`config.mk`:
```
export PLATFORM = sky130hd
export DESIGN_NAME = keyed_sum_aggregator
export DESIGN_NICKNAME = d
export VERILOG_FILES = /design/src/hw/rtl/ksa_pkg.sv /design/src/hw/rtl/ksa_ctrl.sv /design/src/hw/rtl/ksa_datapath.sv /design/src/hw/rtl/keyed_sum_aggregator.sv
export SDC_FILE = /design/constraint.sdc
export NUM_CORES = 2
export LEC_CHECK = 0
export BUFFER_PORTS_ARGS = -buffer_cell sky130_fd_sc_hd__buf_2
export CORE_MARGIN = 1.5
export CORE_UTILIZATION = 50
export DETAILED_ROUTE_END_ITERATION = 7
export GPL_TIMING_DRIVEN = 0
export PLACE_DENSITY_LB_ADDON = 0.12
export REMOVE_ABC_BUFFERS = 1
export SLEW_MARGIN = 20
export SYNTH_ARGS = -nofsm -noshare
export SYNTH_HDL_FRONTEND = slang
export SYNTH_SLANG_ARGS = --single-unit
```
`constraint.sdc`:
```
create_clock -name clock -period 3.96 [get_ports clock]
set_input_delay 0.792 -clock clock [delete_from_list [all_inputs] [get_ports clock]]
set_output_delay 0.792 -clock clock [all_outputs]
set_load 0.01 [all_outputs]
```
`src/hw/rtl/ksa_pkg.sv`:
```
`default_nettype none

package ksa_pkg;

   localparam int ENTRIES = 16;
   localparam int IDX_W   = (ENTRIES > 1) ? $clog2(ENTRIES) : 1;
   localparam int CNT_W   = $clog2(ENTRIES + 1);
   localparam int KEY_W   = 32;
   localparam int VAL_W   = 32;

   typedef enum logic {
      REQ_ADD   = 1'b0,
      REQ_DRAIN = 1'b1
   } ksa_req_kind_type;

   typedef enum logic [1:0] {
      CODE_VALID = 2'd0,
      CODE_EMPTY = 2'd1,
      CODE_FULL  = 2'd2
   } ksa_code_type;

   typedef struct packed {
      logic                     req_type;
      logic [KEY_W-1:0]         pair_key;
      logic signed [VAL_W-1:0]  pair_value;
   } ksa_req_type;

   typedef struct packed {
      logic [KEY_W-1:0]         out_key;
      logic signed [VAL_W-1:0]  out_sum;
      logic [1:0]               status;
      logic                     last;
   } ksa_rsp_type;

   typedef enum logic [2:0] {
      ST_IDLE,
      ST_LOOKUP,
      ST_DECIDE,
      ST_READ,
      ST_ADD,
      ST_APPEND,
      ST_DRAIN_RD,
      ST_DRAIN_OUT
   } ksa_state_type;

   typedef struct packed {
      logic capture;
      logic lookup;
      logic hit_read;
      logic update;
      logic append;
      logic drain_read;
      logic drain_out;
      logic rsp_drop;
      logic rsp_empty;
   } ksa_cmd_type;

   typedef struct packed {
      logic is_drain;
      logic hit;
      logic full;
      logic empty;
      logic drain_last;
   } ksa_flags_type;

endpackage

`default_nettype wire

```
`src/hw/rtl/ksa_ctrl.sv`:
```
`default_nettype none

module ksa_ctrl
   import ksa_pkg::*;
(
   input  wire logic          clock,
   input  wire logic          reset,
   input  wire logic          start,
   input  wire ksa_flags_type flags,
   output ksa_cmd_type        cmd,
   output logic               busy
);

   ksa_state_type state_ff;
   ksa_state_type state_in;

   always_ff @(posedge clock) begin
      if (reset) begin
         state_ff <= ST_IDLE;
      end else begin
         state_ff <= state_in;
      end
   end

   always_comb begin
      state_in = state_ff;
      case (state_ff)
         ST_IDLE: begin
            if (start) state_in = ST_LOOKUP;
         end
         ST_LOOKUP: begin
            state_in = ST_DECIDE;
         end
         ST_DECIDE: begin
            if (flags.is_drain) begin
               state_in = flags.empty ? ST_IDLE : ST_DRAIN_RD;
            end else if (flags.hit) begin
               state_in = ST_READ;
            end else if (flags.full) begin
               state_in = ST_IDLE;
            end else begin
               state_in = ST_APPEND;
            end
         end
         ST_READ: begin
            state_in = ST_ADD;
         end
         ST_ADD: begin
            state_in = ST_IDLE;
         end
         ST_APPEND: begin
            state_in = ST_IDLE;
         end
         ST_DRAIN_RD: begin
            state_in = ST_DRAIN_OUT;
         end
         ST_DRAIN_OUT: begin
            state_in = flags.drain_last ? ST_IDLE : ST_DRAIN_RD;
         end
         default: begin
            state_in = ST_IDLE;
         end
      endcase
   end

   always_comb begin
      cmd  = '0;
      busy = 1'b1;
      case (state_ff)
         ST_IDLE: begin
            busy        = 1'b0;
            cmd.capture = start;
         end
         ST_LOOKUP: begin
            cmd.lookup = 1'b1;
         end
         ST_DECIDE: begin
            cmd.rsp_empty = flags.is_drain && flags.empty;
            cmd.rsp_drop  = !flags.is_drain && !flags.hit && flags.full;
         end
         ST_READ: begin
            cmd.hit_read = 1'b1;
         end
         ST_ADD: begin
            cmd.update = 1'b1;
         end
         ST_APPEND: begin
            cmd.append = 1'b1;
         end
         ST_DRAIN_RD: begin
            cmd.drain_read = 1'b1;
         end
         ST_DRAIN_OUT: begin
            cmd.drain_out = 1'b1;
         end
         default: begin
            cmd = '0;
         end
      endcase
   end

endmodule

`default_nettype wire

```
`src/hw/rtl/ksa_datapath.sv`:
```
`default_nettype none

module ksa_datapath
   import ksa_pkg::*;
(
   input  wire logic          clock,
   input  wire logic          reset,
   input  wire ksa_req_type   req_data,
   input  wire ksa_cmd_type   cmd,
   output ksa_flags_type      flags,
   output ksa_rsp_type        rsp_data,
   output logic               strobe
);

   function automatic logic [VAL_W-1:0] sat_add(input logic [VAL_W-1:0] a,
                                                input logic [VAL_W-1:0] b);
      logic [VAL_W:0] s;
      s = {a[VAL_W-1], a} + {b[VAL_W-1], b};
      if (s[VAL_W] != s[VAL_W-1]) begin
         sat_add = s[VAL_W] ? {1'b1, {(VAL_W-1){1'b0}}} : {1'b0, {(VAL_W-1){1'b1}}};
      end else begin
         sat_add = s[VAL_W-1:0];
      end
   endfunction

   ksa_req_type       req_ff;
   logic [CNT_W-1:0]  count_ff;
   logic [CNT_W-1:0]  count_in;
   logic              hit_ff;
   logic [IDX_W-1:0]  idx_ff;
   logic [IDX_W-1:0]  drain_idx_ff;
   logic [KEY_W-1:0]  key_ff [ENTRIES];
   logic [VAL_W-1:0]  sum_mem [ENTRIES];
   logic [VAL_W-1:0]  rd_ff;
   ksa_rsp_type       rsp_ff;
   logic              strobe_ff;

   logic              hit_in;
   logic [IDX_W-1:0]  idx_in;
   logic              mem_we;
   logic [IDX_W-1:0]  mem_waddr;
   logic [VAL_W-1:0]  mem_wdata;
   logic              mem_re;
   logic [IDX_W-1:0]  mem_raddr;
   logic [IDX_W-1:0]  slot;

   assign slot = count_ff[IDX_W-1:0];

   always_comb begin
      hit_in = 1'b0;
      idx_in = '0;
      for (int i = ENTRIES - 1; i >= 0; i--) begin
         if (CNT_W'(i) < count_ff && key_ff[i] == req_ff.pair_key) begin
            hit_in = 1'b1;
            idx_in = IDX_W'(i);
         end
      end
   end

   assign flags.is_drain   = (req_ff.req_type == REQ_DRAIN);
   assign flags.hit        = hit_ff;
   assign flags.full       = (count_ff == CNT_W'(ENTRIES));
   assign flags.empty      = (count_ff == '0);
   assign flags.drain_last = ((CNT_W'(drain_idx_ff) + CNT_W'(1)) == count_ff);

   always_comb begin
      count_in = count_ff;
      if (cmd.append) begin
         count_in = count_ff + CNT_W'(1);
      end else if (cmd.drain_out && flags.drain_last) begin
         count_in = '0;
      end
   end

   always_ff @(posedge clock) begin
      if (reset) begin
         count_ff  <= '0;
         strobe_ff <= 1'b0;
      end else begin
         count_ff  <= count_in;
         strobe_ff <= cmd.rsp_drop || cmd.rsp_empty || cmd.drain_out;
      end
   end

   always_ff @(posedge clock) begin
      if (cmd.capture) begin
         req_ff       <= req_data;
         drain_idx_ff <= '0;
      end else if (cmd.drain_out) begin
         drain_idx_ff <= drain_idx_ff + IDX_W'(1);
      end
      if (cmd.lookup) begin
         hit_ff <= hit_in;
         idx_ff <= idx_in;
      end
      if (cmd.append) begin
         key_ff[slot] <= req_ff.pair_key;
      end
   end

   assign mem_we    = cmd.update || cmd.append;
   assign mem_waddr = cmd.append ? slot : idx_ff;
   assign mem_wdata = cmd.append ? req_ff.pair_value : sat_add(rd_ff, req_ff.pair_value);
   assign mem_re    = cmd.hit_read || cmd.drain_read;
   assign mem_raddr = cmd.drain_read ? drain_idx_ff : idx_ff;

   always_ff @(posedge clock) begin
      if (mem_we) begin
         sum_mem[mem_waddr] <= mem_wdata;
      end
      if (mem_re) begin
         rd_ff <= sum_mem[mem_raddr];
      end
   end

   always_ff @(posedge clock) begin
      if (cmd.rsp_drop) begin
         rsp_ff.out_key <= req_ff.pair_key;
         rsp_ff.out_sum <= req_ff.pair_value;
         rsp_ff.status  <= CODE_FULL;
         rsp_ff.last    <= 1'b1;
      end else if (cmd.rsp_empty) begin
         rsp_ff.out_key <= '0;
         rsp_ff.out_sum <= '0;
         rsp_ff.status  <= CODE_EMPTY;
         rsp_ff.last    <= 1'b1;
      end else if (cmd.drain_out) begin
         rsp_ff.out_key <= key_ff[drain_idx_ff];
         rsp_ff.out_sum <= rd_ff;
         rsp_ff.status  <= CODE_VALID;
         rsp_ff.last    <= flags.drain_last;
      end
   end

   assign rsp_data = rsp_ff;
   assign strobe   = strobe_ff;

endmodule

`default_nettype wire

```
`src/hw/rtl/keyed_sum_aggregator.sv`:
```
// Group-by-key sum of signed Q16.16 values.
// Input: an item (req_data) is taken at a rising edge with start high and busy
// low. req_type add looks the key up among stored entries and adds the value
// with saturation, or appends a new entry in first-seen order. req_type drain
// emits all entries in insertion order and empties the table.
// Output: each result sits on rsp_data for one cycle while strobe is high;
// the receiver cannot stall, so every strobe cycle is one delivered item.
// Sequence: the controller registers the item, compares its key against every
// entry in parallel, then decides. A hit reads the stored sum in a registered
// read and writes back the saturated sum; a new key goes to the next free
// entry; a new key with the table full is dropped and returned with status
// full. A drain reads each entry in a registered read and emits it before the
// next is read; an empty drain gives a single result with status empty.
// A new item may be taken while the last result is still on the strobe.
// Reset: synchronous, active high; empties the table and drops any result.
`default_nettype none

module keyed_sum_aggregator
   import ksa_pkg::*;
(
   input  wire logic        clock,
   input  wire logic        reset,
   input  wire logic        start,
   input  wire ksa_req_type req_data,
   output logic             busy,
   output logic             strobe,
   output ksa_rsp_type      rsp_data
);

   ksa_cmd_type   cmd;
   ksa_flags_type flags;

   ksa_ctrl u_ctrl (
      .clock (clock),
      .reset (reset),
      .start (start),
      .flags (flags),
      .cmd   (cmd),
      .busy  (busy)
   );

   ksa_datapath u_datapath (
      .clock    (clock),
      .reset    (reset),
      .req_data (req_data),
      .cmd      (cmd),
      .flags    (flags),
      .rsp_data (rsp_data),
      .strobe   (strobe)
   );

   a_busy_after_accept: assert property (@(posedge clock) disable iff (reset)
      start && !busy |=> busy)
      else $error("busy not raised after accept");

   a_no_strobe_after_accept: assert property (@(posedge clock) disable iff (reset)
      start && !busy |=> !strobe)
      else $error("result right after accept");

   a_special_is_last: assert property (@(posedge clock) disable iff (reset)
      strobe && rsp_data.status != CODE_VALID |-> rsp_data.last)
      else $error("empty or drop result not marked last");

   a_strobe_from_work: assert property (@(posedge clock) disable iff (reset)
      strobe |-> $past(busy))
      else $error("result without work in progress");

endmodule

`default_nettype wire

```
# --- Word-level counts from Yosys, hierarchy flattened ---
# Memory sizes are Yosys's and may differ from the RTL's. A register that Yosys moved wholly into a read port is not among the register bits.
# Cells that the tools add are included.
# Widths: inputs -> output; s select.
op_classes:
  n_addsub: 4
  n_lt_le_gt_ge: 16
  eq_ne: 27
  muxes: 48
  reduce_logical: 37
ops:
  columns: ["op", "n"]
  rows:
  - ["$eq 32x32->1", 16]
  - ["$mux 67", 3]
  - ["$mux 32", 3]
  - ["$mux 4", 12]
  - ["$lt 4x5->1 const A", 8]
  - ["$add 32x32->33", 1]
  - ["$mux 3", 10]
  - ["$pmux 3 s7", 1]
  - ["$logic_and 1x1->1", 20]
  - ["$lt 3x5->1 const A", 4]
  - ["$reduce_or 15->1", 1]
  - ["$mux 1", 14]
  - ["$eq 3x3->1 const B", 4]
  - ["$lt 1x5->1 const A", 2]
  - ["$lt 2x5->1 const A", 2]
  - ["$mux 5", 2]
  - ["$reduce_or 8->1", 1]
  - ["$eq 3x2->1 const B", 2]
  - ["$mux 2", 3]
  - ["$reduce_or 2->1", 3]
  - ["$add 4x1->5 const B", 1]
  - ["$add 5x1->5 const B", 1]
  - ["$eq 5x5->1", 1]
  - ["$eq 5x5->1 const B", 1]
  - ["11 further kinds", 16]
word_totals:
  register_bits: 150
  ramBits: 1024
  output_inout_bits: 69
  mem_count: 2
memory_table:
  columns: ["memory", "depth", "width", "read_ports", "rd_clocked_by_memory_dff", "wr", "line", "rtl"]
  rows:
  - ["u_datapath.key_ff", 16, 32, 17, 1, 1, "ksa_datapath.sv:32", "logic [KEY_W-1:0] key_ff [ENTRIES];"]
  - ["u_datapath.sum_mem", 16, 32, 1, 1, 1, "ksa_datapath.sv:33", "logic [VAL_W-1:0] sum_mem [ENTRIES];"]

# --- Logic depth before layout (Yosys ltp) ---
# An unclocked memory read counts as a cell.
logic_depth:
  ltp_word: 18
  depth_mapped: 14

# --- Hierarchy ---
# A second synthesis with hierarchy kept.
unflattened:
  hier_cells: 3186
  area_unflattened_um2: 54118.2
modules_own_cells:
  columns: ["mod", "n_inst", "cells_per_inst", "area_each_um2", "seq_area_each_um2"]
  rows:
  - ["ksa_datapath", 1, 3150, 53840.4, 36074.6]
  - ["ksa_ctrl", 1, 36, 277.8, 60.1]

# --- Least setup slack after synthesis ---
# Ideal clock, no wire load.
synth_timing:
  path_type: "flip-flop to flip-flop"
  startpoint: "reg u_ctrl.state_ff[2]"
  endpoint: "mem u_datapath.key_ff[1][0] (enable)"
  arrival_ns: 3.739
  required_ns: 3.499
  slack_ns: -0.240
  stages_incl_launch_ff: 8
  synth_period_minus_slack_ns: 4.200
  path_cell_list: "dfxtp_1 > clkbuf_1 > nor2b_1 > clkbuf_1 > and2_1 > clkbuf_1 > nand2_1 > nor3_1"
synth_via:
  elab_chain_len: 4
synth_rtl:
  columns: ["item", "line", "rtl"]
  rows:
  - ["start: declaration", "ksa_ctrl.sv:14", "ksa_state_type state_ff;"]
  - ["start signal: assignment", "ksa_ctrl.sv:21", "state_ff <= state_in;"]
  - ["$eq 3x3->1", "ksa_ctrl.sv:69", "case (state_ff)"]
  - ["$mux 1", "ksa_ctrl.sv:69", null]
  - ["$mux 1", "ksa_datapath.sv:96", "if (cmd.append) begin"]
  - ["$mux 1 (implied by the code)", "ksa_datapath.sv:97", "key_ff[slot] <= req_ff.pair_key;"]
  - ["end: declaration", "ksa_datapath.sv:32", null]
# Every way passes these cells.

# --- Worst setup path in the final report ---
layout_timing:
  startpoint: "reg u_datapath.req_ff[34] (netlist name)"
  endpoint: "reg u_datapath.hit_ff, data pin"
layout_via:
  elab_chain_len: 3
  elab_cells_between_ends: 34
  cone_classes: "eq/ne: 16; mux: 1; reduce/logical: 17"
layout_rtl:
  columns: ["item", "line", "rtl"]
  rows:
  - ["start: declaration", "ksa_datapath.sv:26", "ksa_req_type req_ff;"]
  - ["start signal: assignment", "ksa_datapath.sv:87", "req_ff <= req_data;"]
  - ["$eq 32x32->1", "ksa_datapath.sv:53", "if (CNT_W'(i) < count_ff && key_ff[i] == req_ff.pair_key) begin"]
  - ["$logic_and 1x1->1", "ksa_datapath.sv:53", null]
  - ["$reduce_or 15->1 (no line) or $mux 1 (tied branches)", null, null]
  - ["end signal: assignment", "ksa_datapath.sv:93", "hit_ff <= hit_in;"]
  - ["end: declaration", "ksa_datapath.sv:29", "logic hit_ff;"]
# Parallel ways exist; a longest one is shown, timed or not.
# A chain may end at the register's enable or synchronous reset.

==> results by group <==
Run status
  • Status: finished, violations left
  • Failing checks: negative setup slack

CTS
  • CTS Buffer Depth: 3
  • TritonCTS clock tree: built
  • Total clock sinks: 1210
  • Worst-Skew Late Latency: approximately 0.74 ns
  • Num CTS Buffers: 134
  • Count of hold-fix buffers inserted at cts: 0
  • Clk slew on worst S/H paths: approximately 0.06 ns
  • H-Tree Level Count: 4
  • Root Driver: clkbuf_16

Worst hold path
  • Endpoint, Worst Hold: u_datapath.req_ff[34]
  • WHS Path Cells: 1
  • HP Start: req_data[34]
  • Hold crit path type: input pin to flip-flop

Die
  • IO Count: 137
  • Die height: 331 um
  • Chip width: 331 um
  • Core Area: 107000 um^2
  • Row cnt: between 100 and 150
  • Starting Density: 0.503
  • Full die area: 109000 um^2

Yosys
  • Most frequently used flop master after synthesis: edfxtp_1
  • Top-area cell type share of the netlist area: 0.666
  • Most common cell in the netlist: edfxtp_1
  • Synth Warn #: 0
  • Post-synth EDFFs: 1190
  • Sequential area share after synthesis: 0.673
  • #FFs+latches synth: about 1200
  • Synth top area cells: edfxtp_1, mux4_2, xor2_1
  • Yosys cell types: 68
  • Most frequent cells after synthesis: edfxtp_1, xor2_1, mux4_2
  • Synthesized cell area: 53700 um^2
  • Post-synth ARST share: 0
  • Syn Area/Cell: between 15 and 20 um^2
  • Syn Inst Count: 3149
  • Library cell with the largest summed area after synthesis: edfxtp_1

Critical path
  • Slowest stage cell on the critical path: a2111oi_1
  • CP startpoint kind: flip-flop
  • Worst-path fanout max: 17
  • Max stage delay on crit path: around 0.96 ns
  • Crit. End Element: flip-flop
  • CP Data Arrival Time: around 4.5 ns
  • Crit Path Class: flip-flop to flip-flop
  • R2R depth: 9
  • Worst R2R Setup Slack: -0.003 ns
  • Worst path required time: ~4.5 ns
  • Most common cell on crit path: or2_2
  • R2r endpoint: u_datapath.hit_ff
  • Crit path cell chain: buf_8 -> xor2_1 -> nor4_1 -> nand4_1 -> a2111oi_1 -> or2_2 -> or2_2 -> nor2_1 -> nand2_1
  • Crit Reg-Reg Startpoint: u_datapath.req_ff[34]

Finish
  • Final net count: ~3500
  • Area of the multi-input gates: 17500 um^2
  • Non-Filler Instances: 4932
  • FF+latch area: 36100 um^2
  • # diodes: 0
  • FILL cells: 7721
  • Fin util: 0.601
  • Syn-to-layout area delta: 19.6%
  • Share of layout cells above drive strength 1: 0.255

Timing
  • Final Slew Violations: 0
  • Minimum clock period: 3.96 ns
  • Hold Fails Final Rpt: 0
  • Slew @ Worst Pin: 1.05 ns
  • Final Setup Violations: 1
  • Fmax: 0.252 GHz
  • Final worst-path cycle share: 1.00
  • Final setup margin: -0.00281 ns
  • RSZ-0062 raised after global routing: false
  • Slew HR: 0.299
  • Post-Route Skew: 0.0336 ns

Detailed routing
  • DRT iter0 DRCs: about 3300
  • Wire per inst: 32.1 um
  • Via count: about 31000
  • Vias per Instance: ~6.3
  • Routed WL: 158000 um
  • DR DRC count: 0
  • Pre-Repair DR Iteration Count: 6
  • DRT antenna net count: 0

Global routing
  • GRT Overall Usage: 0.293
  • Largest net degree at the start of global routing: 47
  • Initial antenna violation count: 7
  • Global-route wire length before repair: around 220000 um
  • GRT Residual Overflow: 0
  • Vias in the first global route: roughly 31000

Place
  • Place WS: -1.18 ns
  • HPWL after DPL: 112000 um
  • Placed insts: 4660
  • RePlAce Congestion: 0.961
  • I/O Buffers: 136

Power and ir drop
  • Pwr dens: 467 nW/um^2
  • Total chip power: approximately 30 mW
  • Leakage: 20.8 nW
  • VDD IR max: 434 uV

Job
  • Max-cap violations: 0
==> state kept, by name (all words and copies together) (netlist names), named ones only <==
name / flops
u_datapath.drain_idx_ff: 4
u_datapath.rd_ff: 32
u_datapath.idx_ff: 4
u_datapath.sum_mem: 512
u_datapath.rsp_data: 67
u_datapath.key_ff: 512
u_datapath.hit_ff: 1
u_datapath.flags: 1
u_datapath.strobe: 1
u_ctrl.state_ff: 3
u_datapath.count_ff: 5
u_datapath.req_ff: 64
==> timing repair <==
action / CTS / global route
setup endpoints to repair: 528 / 538
resized for setup: 65 / 11
gates cloned: 4 / 0
setup buffers: 14 / 10
pin swaps: 8 / 11
hold endpoints to repair: 0 / 0
==> critical path, delay by kind of cell, from the launching register on <==
family          cells  cell delay [ns]
compound gates      1             0.96
xor+xnor            1             0.09
buf+inv             1             0.27
flops               1             0.86
simple gates        6             1.58
==> per-stage QoR <==
stage / setup TNS (ns) / instance area, um^2 / hold slack, ns
floorplan: -496.69 / 52900 / 0.480
global placement: -4058.95 / 55300 / 0.437
global route: 0 / 64200 / 0.208
finish: -0.00281 / 64200 / 0.238
detailed placement: -379.83 / 59000 / 0.454
CTS: 0 / 64000 / 0.193
==> cell type report <==
type,instances,area share
clock inverters,67,0.0111
flip-flops and latches,1210,0.563
clock buffers,177,0.0572
multi-input cells,1737,0.272
repair buffers,321,0.0682
inverters,17,0.00103
well taps,1403,0.0274
==> worst max-delay path by stage <==
stage / to / depth (start not counted) / from
after floorplan: u_datapath.rd_ff[0] / 6 / u_ctrl.state_ff[0]
after global placement: u_datapath.rd_ff[22] / 6 / u_ctrl.state_ff[0]
after detailed placement: u_datapath.sum_mem[11][14] / 12 / u_datapath.req_ff[0]
after CTS: u_datapath.sum_mem[2][6] / 13 / u_datapath.req_ff[0]
after global routing: u_datapath.sum_mem[8][3] / 13 / u_datapath.req_ff[0]
final: u_datapath.hit_ff / 9 / u_datapath.req_ff[34]
==> layout by cell type (no fill, tap or decap), types with 35 or more instances in the layout <==
cell type / count
a21oi_1: 50
mux4_2: 288
a211oi_1: 35
nand4_1: 71
nand2_1: 145
buf_2: 136
xor2_1: 304
a31oi_1: 41
buf_8: 48
clkbuf_16: 140
buf_16: 75
ha_1: 36
a22o_1: 63
xnor2_1: 241
nor4_1: 80
edfxtp_1: 1190
nor2_1: 73
==> power breakdown <==
part,switching (mW),internal [mW],total [mW]
logic,1.69,1.06,2.75
clock network,5.03,7.39,12.4
registers,0.181,14.6,14.8
total,6.90,23.1,30.0
==> metal layers <==
layer	track usage	vias to the layer above	routed length (um)	share of wire
met5	0	-	36	0.00023
met4	0.118	6	7020	0.044
met3	0.0503	341	12200	0.077
met2	0.478	1489	77600	0.49
met1	0.392	16300	61600	0.39
li1	-	13000	-	-
==> kinds of logic after synthesis <==
| kind of cell | count (synthesis) | synth area share |
|---|---|---|
| AO/OA/AOI/OAI | 314 | 0.0409 |
| XOR/XNOR | 546 | 0.0891 |
| adder cells (fa/ha/maj) | 38 | 0.00900 |
| buffers and inverters | 206 | 0.0154 |
| flip-flops | 1210 | 0.673 |
| multiplexers | 293 | 0.122 |
| AND/OR/NAND/NOR | 542 | 0.0506 |
No activity file was read; power rests on OpenSTA's default activity.
